--- src/rtl/ftwa_pkg.sv ---
// Package: widths, codes, state encoding and control structs of the flow table.
`timescale 1ns / 1ps
package ftwa_pkg;

  localparam int unsigned EntriesDef = 1024;
  localparam int unsigned KEY_W      = 64;
  localparam int unsigned TIME_W     = 64;
  localparam int unsigned SLOT_W     = 10;
  localparam int unsigned CNT_W      = 11;
  localparam int unsigned BUDGET_W   = 11;
  localparam int unsigned CFG_IDX_W  = 2;
  localparam int unsigned CFG_DATA_W = 64;
  localparam logic [BUDGET_W-1:0] BUDGET_RST = BUDGET_W'(64);

  typedef enum logic [1:0] {
    KIND_LOOKUP = 2'd0,
    KIND_GET    = 2'd1,
    KIND_DEL    = 2'd2,
    KIND_AGE    = 2'd3
  } kind_e;

  typedef enum logic [1:0] {
    ST_OK   = 2'd0,
    ST_MISS = 2'd1,
    ST_FULL = 2'd2
  } status_e;

  typedef enum logic [CFG_IDX_W-1:0] {
    CFG_IDLE_TIMEOUT = 2'd0,
    CFG_SCAN_BUDGET  = 2'd1
  } cfg_idx_e;

  typedef enum logic [3:0] {
    S_CLEAR,
    S_IDLE,
    S_SRCH,
    S_FLRD,
    S_CREATE,
    S_DROP,
    S_AREAD,
    S_ACHK,
    S_DONE
  } state_e;

  typedef struct packed {
    logic               valid;
    logic [KEY_W-1:0]   key_hi;
    logic [KEY_W-1:0]   key_lo;
    logic [TIME_W-1:0]  birth;
    logic [TIME_W-1:0]  touched;
  } entry_t;

  typedef struct packed {
    logic clr;
    logic load;
    logic srch;
    logic miss;
    logic full;
    logic create;
    logic drop;
    logic age_rd;
    logic age_chk;
    logic resp;
  } cmd_t;

  typedef struct packed {
    logic clr_last;
    logic hit;
    logic srch_end;
    logic fl_empty;
    logic age_left;
    logic out_free;
    logic [1:0] kind;
  } stat_t;

endpackage

--- src/rtl/ftwa_ctrl.sv ---
// Controller: sequences clear, search, create, delete and age scan.
`timescale 1ns / 1ps
module ftwa_ctrl (
  input  logic           clk_i,
  input  logic           rst_ni,
  input  logic           in_valid_i,
  input  logic [1:0]     kind_i,
  input  ftwa_pkg::stat_t stat_i,
  output logic           in_ready_o,
  output ftwa_pkg::cmd_t  cmd_o
);
  import ftwa_pkg::*;

  state_e state_q, state_d;
  kind_e  req_kind;
  kind_e  in_kind;

  assign req_kind = kind_e'(stat_i.kind);
  assign in_kind  = kind_e'(kind_i);

  always_ff @(posedge clk_i or negedge rst_ni) begin
    if (!rst_ni) begin
      state_q <= S_CLEAR;
    end else begin
      state_q <= state_d;
    end
  end

  always_comb begin
    state_d = state_q;
    unique case (state_q)
      S_CLEAR: begin
        if (stat_i.clr_last) state_d = S_IDLE;
      end
      S_IDLE: begin
        if (in_valid_i) state_d = (in_kind == KIND_AGE) ? S_AREAD : S_SRCH;
      end
      S_SRCH: begin
        if (stat_i.hit) begin
          state_d = (req_kind == KIND_DEL) ? S_DROP : S_DONE;
        end else if (stat_i.srch_end) begin
          if (req_kind == KIND_GET && !stat_i.fl_empty) state_d = S_FLRD;
          else state_d = S_DONE;
        end
      end
      S_FLRD:   state_d = S_CREATE;
      S_CREATE: state_d = S_DONE;
      S_DROP:   state_d = S_DONE;
      S_AREAD:  state_d = stat_i.age_left ? S_ACHK : S_DONE;
      S_ACHK:   state_d = S_AREAD;
      S_DONE: begin
        if (stat_i.out_free) state_d = S_IDLE;
      end
      default:  state_d = S_IDLE;
    endcase
  end

  always_comb begin
    cmd_o      = '0;
    in_ready_o = 1'b0;
    unique case (state_q)
      S_CLEAR: cmd_o.clr = 1'b1;
      S_IDLE: begin
        in_ready_o = 1'b1;
        cmd_o.load = in_valid_i;
      end
      S_SRCH: begin
        cmd_o.srch = 1'b1;
        if (!stat_i.hit && stat_i.srch_end) begin
          if (req_kind == KIND_GET) cmd_o.full = stat_i.fl_empty;
          else cmd_o.miss = 1'b1;
        end
      end
      S_FLRD:   ;
      S_CREATE: cmd_o.create = 1'b1;
      S_DROP:   cmd_o.drop = 1'b1;
      S_AREAD:  cmd_o.age_rd = stat_i.age_left;
      S_ACHK:   cmd_o.age_chk = 1'b1;
      S_DONE:   cmd_o.resp = stat_i.out_free;
      default:  ;
    endcase
  end

endmodule

--- config.mk ---
export PLATFORM = sky130hd
export DESIGN_NAME = ftwa_ctrl
export DESIGN_NICKNAME = d
export VERILOG_FILES = /design/src/rtl/ftwa_pkg.sv /design/src/rtl/ftwa_ctrl.sv
export SDC_FILE = /design/constraint.sdc
export NUM_CORES = 1
export LEC_CHECK = 0
export BUFFER_PORTS_ARGS = -buffer_cell sky130_fd_sc_hd__buf_2
export CORE_AREA = 2 2 39 41
export DETAILED_ROUTE_END_ITERATION = 10
export DIE_AREA = 0 0 41 43
export GPL_TIMING_DRIVEN = 1
export PLACE_DENSITY = 0.71
export SYNTH_ARGS = -nofsm -noshare
export SYNTH_HDL_FRONTEND = slang
export SYNTH_SLANG_ARGS = --single-unit
--- constraint.sdc ---
create_clock -name clk_i -period 1.95 [get_ports clk_i]
set_input_delay 0.585 -clock clk_i [delete_from_list [all_inputs] [get_ports clk_i]]
set_output_delay 0.585 -clock clk_i [all_outputs]
set_load 0.02 [all_outputs]
==> flow_metrics.py, run 1 <==
metrics = {
    "outcome": {
        "status": "finished, violations left",
        "violations": "negative setup slack",
    },
    "yosys": {
        "postSynthCellCount": 60,
        "synth_top_area_frac": 0.227,
        "synth_cell_types": 29,
        "ys_warn_count": 0,
        "ys.flop_type": "dfrtp_1",
        "synth_area_leaders": "dfrtp_1, nor2_1, inv_1, a21oi_1, nor3_1",
        "synth_edf_count": 0,
        "ys_async_sr_fraction": 1.00,
        "ys_seq_area_frac": 0.227,
        "synth_area_um2": 440,
        "ys_seq_elements": 4,
        "ys_top_cells_by_count": "nor2_1, inv_1",
        "avgSynthCellArea_um2": 7.34,
        "synth_most_common_cell": "nor2_1",
        "yosysTopAreaCell": "dfrtp_1",
        "syn_nets": 73,
    },
    "global_routing": {
        "grt-ovfl-total": 0,
        "antenna_found_initial": 0,
        "grt_max_degree": 13,
        "grt_pass1_wl_mm": 1.99,
        "grt_usage": 0.171,
        "grt_pass1_vias": 548,
    },
    "place": {
        "dp_slack_ns": -0.0733,
        "hpwl_um": 965,
        "io_buffers": 23,
        "gp_congestion": 0.872,
    },
    "layout": {
        "largest_register_ffs": 4,
        "area_growth_syn_to_layout_pct": 84.9,
        "fin_nets": 111,
        "drive_gt1_frac": 0.594,
        "reg.largest.list": "state_q (4)",
        "top_register": "state_q",
        "diodes": 0,
        "final_core_util": 0.589,
    },
    "timing": {
        "worst_slew_pin_slew_ns": 0.250,
        "clock.fmax_ghz": 0.448,
        "period_share": 1.15,
        "worst_slack_ns": -0.283,
        "relSlewSlack": 0.832,
        "setup_violations": 5,
        "rsz0062_at_grt": "yes",
        "fin_skew_ns": 0.00241,
        "hold_violations": 0,
        "final_max_slew_viol_count": 0,
        "tns_ns": -0.865,
        "layout_min_cycle_time_ns": 2.23,
    },
    "floorplan": {
        "initial_core_util": 0.318,
        "die_w_um": 41,
        "core_area_um2": 1380,
        "rows": 14,
        "dieArea_um2": 1760,
        "die_y_um": 43,
        "num_io_pins": 24,
    },
    "setup_path": {
        "crit_path_end_kind": "output port",
        "start_kind": "register",
        "cp_top_family": "simple AND/OR/NAND/NOR gates",
        "cp.required_ns": 1.36,
        "worst_path_max_delay_cell": "or4b_4",
        "path_cells": "or4b_4 -> nor3b_2 -> and3_4 -> buf_6",
        "cp_max_fo": 2,
        "crit_buf_inv": 1,
        "critPathKind": "reg -> out",
        "critical_path_arrival_ns": 1.65,
        "cpPeakStageDelay_ns": 0.55,
    },
    "route": {
        "drt-pass1-iter-count": 4,
        "avgViaCountPerCell": 5.21,
        "drc_errors": 0,
        "vias": 584,
        "totalWireLength_mm": 1.48,
        "detail_route.iter0.violations": 7,
        "wl_per_cell_um": 13.2,
        "drtAntennaViolNets": 0,
    },
    "clocking": {
        "clockBufferDepth": 2,
        "cts_max_level": 1,
        "cts_hold_buf": 0,
        "cts_tree": "built",
        "clock_sinks": 4,
        "clock-root-buffer": "clkbuf_4",
        "clkTransAtPathRegs_ns": 0.04,
        "clk_latency_ns": 0.23,
        "numCtsBuffers": 3,
    },
    "power_and_ir_drop": {
        "ir_drop_uv": 578,
        "p_per_area_nw_per_um2": 1280,
        "leakage_nw": 0.398,
    },
    "flow_run": {
        "cap_violations": 0,
    },
    "min_path": {
        "hp-class": "in -> async",
    },
}
==> placed cells by master (no fill, tap or decap), types with 3 or more instances in the layout <==
cell type  instances
nor3_4             3
dfrtp_1            4
nand2_1            3
buf_4              9
a21oi_1            4
buf_2             16
o21ai_0            3
buf_6             12
clkbuf_4           3
inv_1              5
nor2_1             7
==> layer usage <==
| layer | up-vias | GRT usage | wire length [um] |
|---|---|---|---|
| met5 | - | 0 | 0 |
| met4 | 0 | 0.127 | 0 |
| met3 | 0 | 0.0157 | 34 |
| met2 | 12 | 0.303 | 858 |
| met1 | 285 | 0.163 | 586 |
| li1 | 287 | - | - |
==> final cells by class <==
| cell class | instances | area (um2) |
|---|---|---|
| Fill cell | 118 | 569 |
| Multi-Input combinational cell | 46 | 364 |
| Timing Repair Buffer | 37 | 283 |
| Sequential cell | 4 | 100 |
| Inverter | 6 | 25.0 |
| Clock buffer | 3 | 22.5 |
| Tap cell | 16 | 20.0 |
==> worst paths after layout <==
kind                       cells after the start        from          to  slack, ns
max in group asynchronous                      1      rst_ni  state_q[0]       1.69
min reg2reg                                    3  state_q[1]  state_q[3]       0.70
max reg2reg                                    7  state_q[3]  state_q[3]       0.12
max                                            4  state_q[3]    cmd_o[5]      -0.28
min in group clk_i                             2   stat_i[2]  state_q[3]       0.58
min                                            1      rst_ni  state_q[2]       0.15
==> power by group <==
part / switching (mW) / internal [mW] / leakage [nW]
Clock: 0.0319 / 0.0687 / 0.0138
Combinational: 0.411 / 0.403 / 0.331
Sequential: 0.0177 / 0.114 / 0.0526
Total: 0.460 / 0.585 / 0.398
==> cell families (layout without fill, tap and decap cells) <==
| kind of cell | after synthesis | in the layout | synth area share |
|---|---|---|---|
| AO/OA/AOI/OAI | 14 | 14 | 0.205 |
| buffers and inverters | 10 | 46 | 0.105 |
| flip-flops | 4 | 4 | 0.227 |
| multiplexers | 1 | 1 | 0.0227 |
| AND/OR/NAND/NOR | 31 | 31 | 0.440 |
==> what timing repair did <==
item                       in CTS  in global routing
buffers inserted                6                  3
gates resized for setup        16                 17
setup endpoints to repair       5                 10
pin swaps                       7                  8
==> through the flow <==
stage                     cells  power (mW)  instance area, um2  hold WS [ns]
after floorplan              60       0.514                 450         0.289
after global placement      101       0.664                 607         0.392
after detailed placement    101       0.678                 607         0.393
after CTS                   110       0.921                 734         0.144
after global routing        112        1.10                 815         0.144
final                       112        1.05                 815         0.147
Power figures use the tool's default switching activity.
==> inputs of run 2 (changes only) <==
CELL_PAD_IN_SITES_DETAIL_PLACEMENT = 2   (was not set)
CELL_PAD_IN_SITES_GLOBAL_PLACEMENT = 2   (was not set)
CORE_AREA = not set   (was 2 2 39 41)
CORE_ASPECT_RATIO = 0.6   (was not set)
CORE_MARGIN = 2   (was not set)
CORE_UTILIZATION = 19   (was not set)
DIE_AREA = not set   (was 0 0 41 43)
PLACE_DENSITY = 0.77   (was 0.71)
==> run 2 against run 1 <==
  * The flow still finishes with violations (negative setup slack)
  * Clock power increased by 77%
  * Hold slack improved by 0.027 ns
  * Non-clock buffer count increased by 4
  * Flip-flop and latch count unchanged
==> flow_metrics.py, run 2 (synthesis gave the netlist of run 1 again) <==
metrics = {
    "timing": {
        "worst_slack_ns": -0.312,
        "clock.fmax_ghz": 0.442,
        "fin_skew_ns": 0.00507,
        "layout_min_cycle_time_ns": 2.26,
        "final_max_slew_viol_count": 0,
        "setup_violations": 7,
        "relSlewSlack": 0.796,
        "period_share": 1.16,
        "worst_slew_pin_slew_ns": 0.306,
        "hold_violations": 0,
        "rsz0062_at_grt": "yes",
    },
    "floorplan": {
        "die_w_um": 66.2,
        "rows": 13,
        "num_io_pins": 24,
        "core_area_um2": 2180,
        "initial_core_util": 0.202,
        "die_y_um": 41.3,
        "dieArea_um2": 2730,
    },
    "place": {
        "gp_congestion": 0.831,
        "dp_slack_ns": -0.130,
        "hpwl_mm": 1.39,
        "io_buffers": 23,
    },
    "min_path": {
        "hp-class": "in -> async",
    },
    "global_routing": {
        "grt-ovfl-total": 0,
        "grt_pass1_wl_mm": 3.26,
        "grt_max_degree": 13,
        "grt_pass1_vias": 652,
        "antenna_found_initial": 0,
        "grt_usage": 0.174,
    },
    "setup_path": {
        "cp.required_ns": 1.36,
        "critical_path_arrival_ns": 1.68,
        "worst_path_max_delay_cell": "or4b_4",
        "start_kind": "register",
        "cp_max_fo": 2,
        "critPathKind": "reg -> out",
        "path_cells": "or4b_4 -> nor3b_4 -> and3_4 -> buf_6",
        "cpPeakStageDelay_ns": 0.56,
        "crit_path_end_kind": "output port",
    },
    "clocking": {
        "clock_sinks": 4,
        "clk_latency_ns": 0.22,
        "clock-root-buffer": "clkbuf_8",
        "cts_hold_buf": 0,
        "numCtsBuffers": 3,
        "cts_tree": "built",
        "cts_max_level": 1,
        "clockBufferDepth": 2,
        "clkTransAtPathRegs_ns": 0.04,
    },
    "layout": {
        "final_common_cell": "buf_4",
        "drive_gt1_frac": 0.630,
        "top_register": "state_q",
        "layout_common_cells": "buf_4, buf_2, buf_6, nor2_1, inv_1",
        "area_growth_syn_to_layout_pct": 111,
        "fin_nets": 115,
        "diodes": 0,
        "reg.largest.list": "state_q (4)",
        "largest_register_ffs": 4,
        "final_core_util": 0.425,
    },
    "power_and_ir_drop": {
        "leakage_nw": 0.441,
        "p_per_area_nw_per_um2": 1330,
        "ir_drop_uv": 340,
    },
    "outcome": {
        "status": "finished, violations left",
        "violations": "negative setup slack",
    },
    "route": {
        "wl_per_cell_um": 17.6,
        "vias": 620,
        "drc_errors": 0,
        "detail_route.iter0.violations": 7,
        "drt-pass1-iter-count": 4,
        "avgViaCountPerCell": 4.77,
        "drtAntennaViolNets": 0,
        "totalWireLength_mm": 2.28,
    },
    "flow_run": {
        "cap_violations": 0,
    },
}
run 2: through the flow:
step | setup TNS [ns] | power (mW) | area (um2) | cells | hold slack, ns
5_1_grt | -1.84 | 1.31 | 927 | 130 | 0.175
3_3_place_gp | -0.0954 | 0.684 | 632 | 116 | 0.397
3_5_place_dp | -0.267 | 0.711 | 632 | 116 | 0.398
4_1_cts | -1.07 | 1.11 | 837 | 128 | 0.166
6_report | -1.36 | 1.23 | 927 | 130 | 0.174
2_1_floorplan | -0.0832 | 0.514 | 450 | 60 | 0.289
run 2: worst max-delay path: cells and delay by family (launching register included):
kind	cells	cell delay, ns
simple gates	3	0.96
flops	1	0.38
buf+inv	1	0.11
run 2: final cells by class:
type                    count  area [um2]
multi-input cells          46         395
repair buffers             41         328
inverters                   6        25.0
fillers                   241        1250
well taps                  30        37.5
flip-flops and latches      4         100
clock buffers               3        41.3
run 2: final timing paths:
check	start	end	slack [ns]	cells after the start
setup / recovery	state_q[2]	cmd_o[5]	-0.31	4
hold reg to reg	state_q[3]	state_q[2]	0.87	4
min in group clk_i	stat_i[2]	state_q[3]	0.62	2
setup reg to reg	state_q[2]	state_q[0]	0.17	6
hold / removal	rst_ni	state_q[2]	0.17	1
max in group asynchronous	rst_ni	state_q[3]	1.64	1
run 2: timing repair:
item | 4_1_cts | 5_1_grt
pin swaps | 5 | 3
endpoints found under the setup margin | 7 | 9
setup buffers | 9 | 3
resized for setup | 24 | 21
run 2: per-layer routing:
layer | part of all wire | GRT usage
met1 | 0.43 | 0.207
met2 | 0.52 | 0.318
met3 | 0.040 | 0.0457
met4 | 0.0074 | 0.0612
met5 | 0 | 0
run 2: where the power goes:
group / switching [mW] / internal (mW) / leakage [nW]
Combinational: 0.476 / 0.439 / 0.367
Sequential: 0.0220 / 0.114 / 0.0526
Clock: 0.0469 / 0.132 / 0.0216
==> inputs of run 3 (changes only) <==
TNS_END_PERCENT = 1   (was not set)
==> run 3 against run 2 <==
  * The run still ends with negative setup slack left
  * Critical path depth unchanged
  * Sequential power fell by 4%
  * Die area is the same
  * Maximum frequency grew 1.9%
  * Highest routed layer unchanged
==> flow_metrics.py, run 3 (synthesis gave the netlist of run 1 again) <==
metrics = {
    "outcome": {
        "status": "finished, violations left",
        "violations": "negative setup slack",
    },
    "place": {
        "hpwl_mm": 1.32,
        "io_buffers": 23,
        "dp.cells": 116,
        "gp_congestion": 0.815,
    },
    "clocking": {
        "clock-root-buffer": "clkbuf_8",
        "clkTransAtPathRegs_ns": 0.03,
        "clockBufferDepth": 2,
        "cts_tree": "built",
        "clock_sinks": 4,
        "cts_hold_buf": 0,
        "numCtsBuffers": 3,
        "clk_latency_ns": 0.22,
        "cts_max_level": 1,
        "post_cts_buffers": 0,
    },
    "power_and_ir_drop": {
        "clkPwrFrac": 0.191,
        "p_sw_frac": 0.454,
        "comb_power_share": 0.669,
        "ir_drop_uv": 566,
        "leakage_nw": 0.354,
        "seq_power_share": 0.140,
        "internal_power_mw": 0.510,
        "p_sw_mw": 0.424,
        "p_per_area_nw_per_um2": 1290,
    },
    "route": {
        "avgViaCountPerCell": 4.71,
        "drc_errors": 0,
        "wl_per_cell_um": 14.6,
        "drt-pass1-iter-count": 4,
        "totalWireLength_mm": 1.73,
        "vias": 561,
        "drtAntennaViolNets": 0,
        "detail_route.iter0.violations": 5,
    },
    "setup_path": {
        "crit_path_end_kind": "output port",
        "start_kind": "register",
        "cpPeakStageDelay_ns": 0.55,
        "cp_max_fo": 2,
        "critPathKind": "reg -> out",
        "cp.required_ns": 1.36,
        "cp_top_family": "simple AND/OR/NAND/NOR gates",
        "crit_cells": 4,
        "crit_buf_inv": 1,
        "reg2reg_depth": 5,
        "critical_path_arrival_ns": 1.64,
        "worst_path_max_delay_cell": "or4b_4",
        "path_cells": "or4b_4 -> nor3b_2 -> and3_1 -> buf_6",
    },
    "layout": {
        "largest_register_ffs": 4,
        "reg.largest.list": "state_q (4)",
        "area_growth_syn_to_layout_pct": 63.9,
        "fill_cells": 261,
        "layout_common_cells": "buf_2, buf_4, nor2_1, inv_1",
        "drive_gt1_frac": 0.517,
        "fin_nets": 104,
        "diodes": 0,
        "stdcell_count": 119,
        "top_register": "state_q",
    },
    "min_path": {
        "hp-class": "in -> async",
    },
    "floorplan": {
        "core_area_um2": 2180,
        "initial_core_util": 0.202,
        "dieArea_um2": 2730,
        "die_y_um": 41.3,
        "die_w_um": 66.2,
        "rows": 13,
        "num_io_pins": 24,
    },
    "timing": {
        "layout_min_cycle_time_ns": 2.22,
        "worst_slew_pin_slew_ns": 0.263,
        "setup_violations": 6,
        "fin_skew_ns": 0.00632,
        "tns_ns": -0.898,
        "relSlewSlack": 0.822,
        "final_max_slew_viol_count": 0,
        "rsz0062_at_grt": "yes",
        "period_share": 1.14,
        "clock.fmax_ghz": 0.450,
        "hold_violations": 0,
        "worst_slack_ns": -0.271,
    },
    "global_routing": {
        "grt-ovfl-total": 0,
        "grt_max_degree": 14,
        "grt_pass1_wl_mm": 2.77,
        "grt_usage": 0.145,
        "grt_pass1_vias": 593,
        "antenna_found_initial": 0,
    },
    "flow_run": {
        "cap_violations": 0,
    },
}
## run 3: cell count changes in the layout (fill, tap and decap cells not counted), sizes merged
cell,before,now
buf,41,30
## run 3: layout make-up
cell class / instances / area, um2 / area share
inverters: 6 / 22.5 / 0.0312
well taps: 30 / 37.5 / 0.0520
flip-flops and latches: 4 / 100 / 0.139
multi-input cells: 46 / 323 / 0.447
repair buffers: 30 / 198 / 0.274
clock buffers: 3 / 41.3 / 0.0572
## run 3: through the flow
stage	instance area, um2	setup slack, ns	hold WS (ns)	total power, mW	utilization
floorplan	445	-0.138	0.289	0.514	-
global placement	627	-0.0564	0.393	0.687	0.288
detailed placement	627	-0.0583	0.395	0.700	0.288
CTS	707	-0.265	0.157	0.921	0.324
global route	722	-0.344	0.159	1.01	0.331
finish	722	-0.271	0.160	0.934	0.331
## run 3: final timing paths
| check | from | endpoint | slack, ns |
|---|---|---|---|
| setup reg to reg | state_q[2] | state_q[3] | 0.31 |
| max in group asynchronous | rst_ni | state_q[2] | 1.66 |
| hold reg to reg | state_q[3] | state_q[2] | 0.75 |
| setup / recovery | state_q[2] | cmd_o[5] | -0.27 |
| hold / removal | rst_ni | state_q[0] | 0.16 |
| min in group clk_i | in_valid_i | state_q[0] | 0.61 |
## run 3: power groups by stage
| stage | clock network, mW | registers, mW | logic (mW) |
|---|---|---|---|
| after floorplan | 0 | 0.131 | 0.383 |
| after global placement | 0 | 0.129 | 0.558 |
| after detailed placement | 0 | 0.132 | 0.569 |
| after global routing | 0.190 | 0.135 | 0.688 |
| final | 0.178 | 0.131 | 0.624 |
| after CTS | 0.185 | 0.132 | 0.604 |
## run 3: what timing repair did
action | CTS | global route
endpoints found under the hold margin | 0 | 0
pin swaps | 2 | 1
resized for setup | 12 | 5
endpoints found under the setup margin | 7 | 10
## run 3: routing by layer
metal / wire length (um) / track usage / up-vias
met3: 93 / 0.0538 / 3
met2: 771 / 0.245 / 22
met4: 10 / 0.0306 / 0
met1: 857 / 0.183 / 263
li1: - / - / 273
met5: 0 / 0 / -
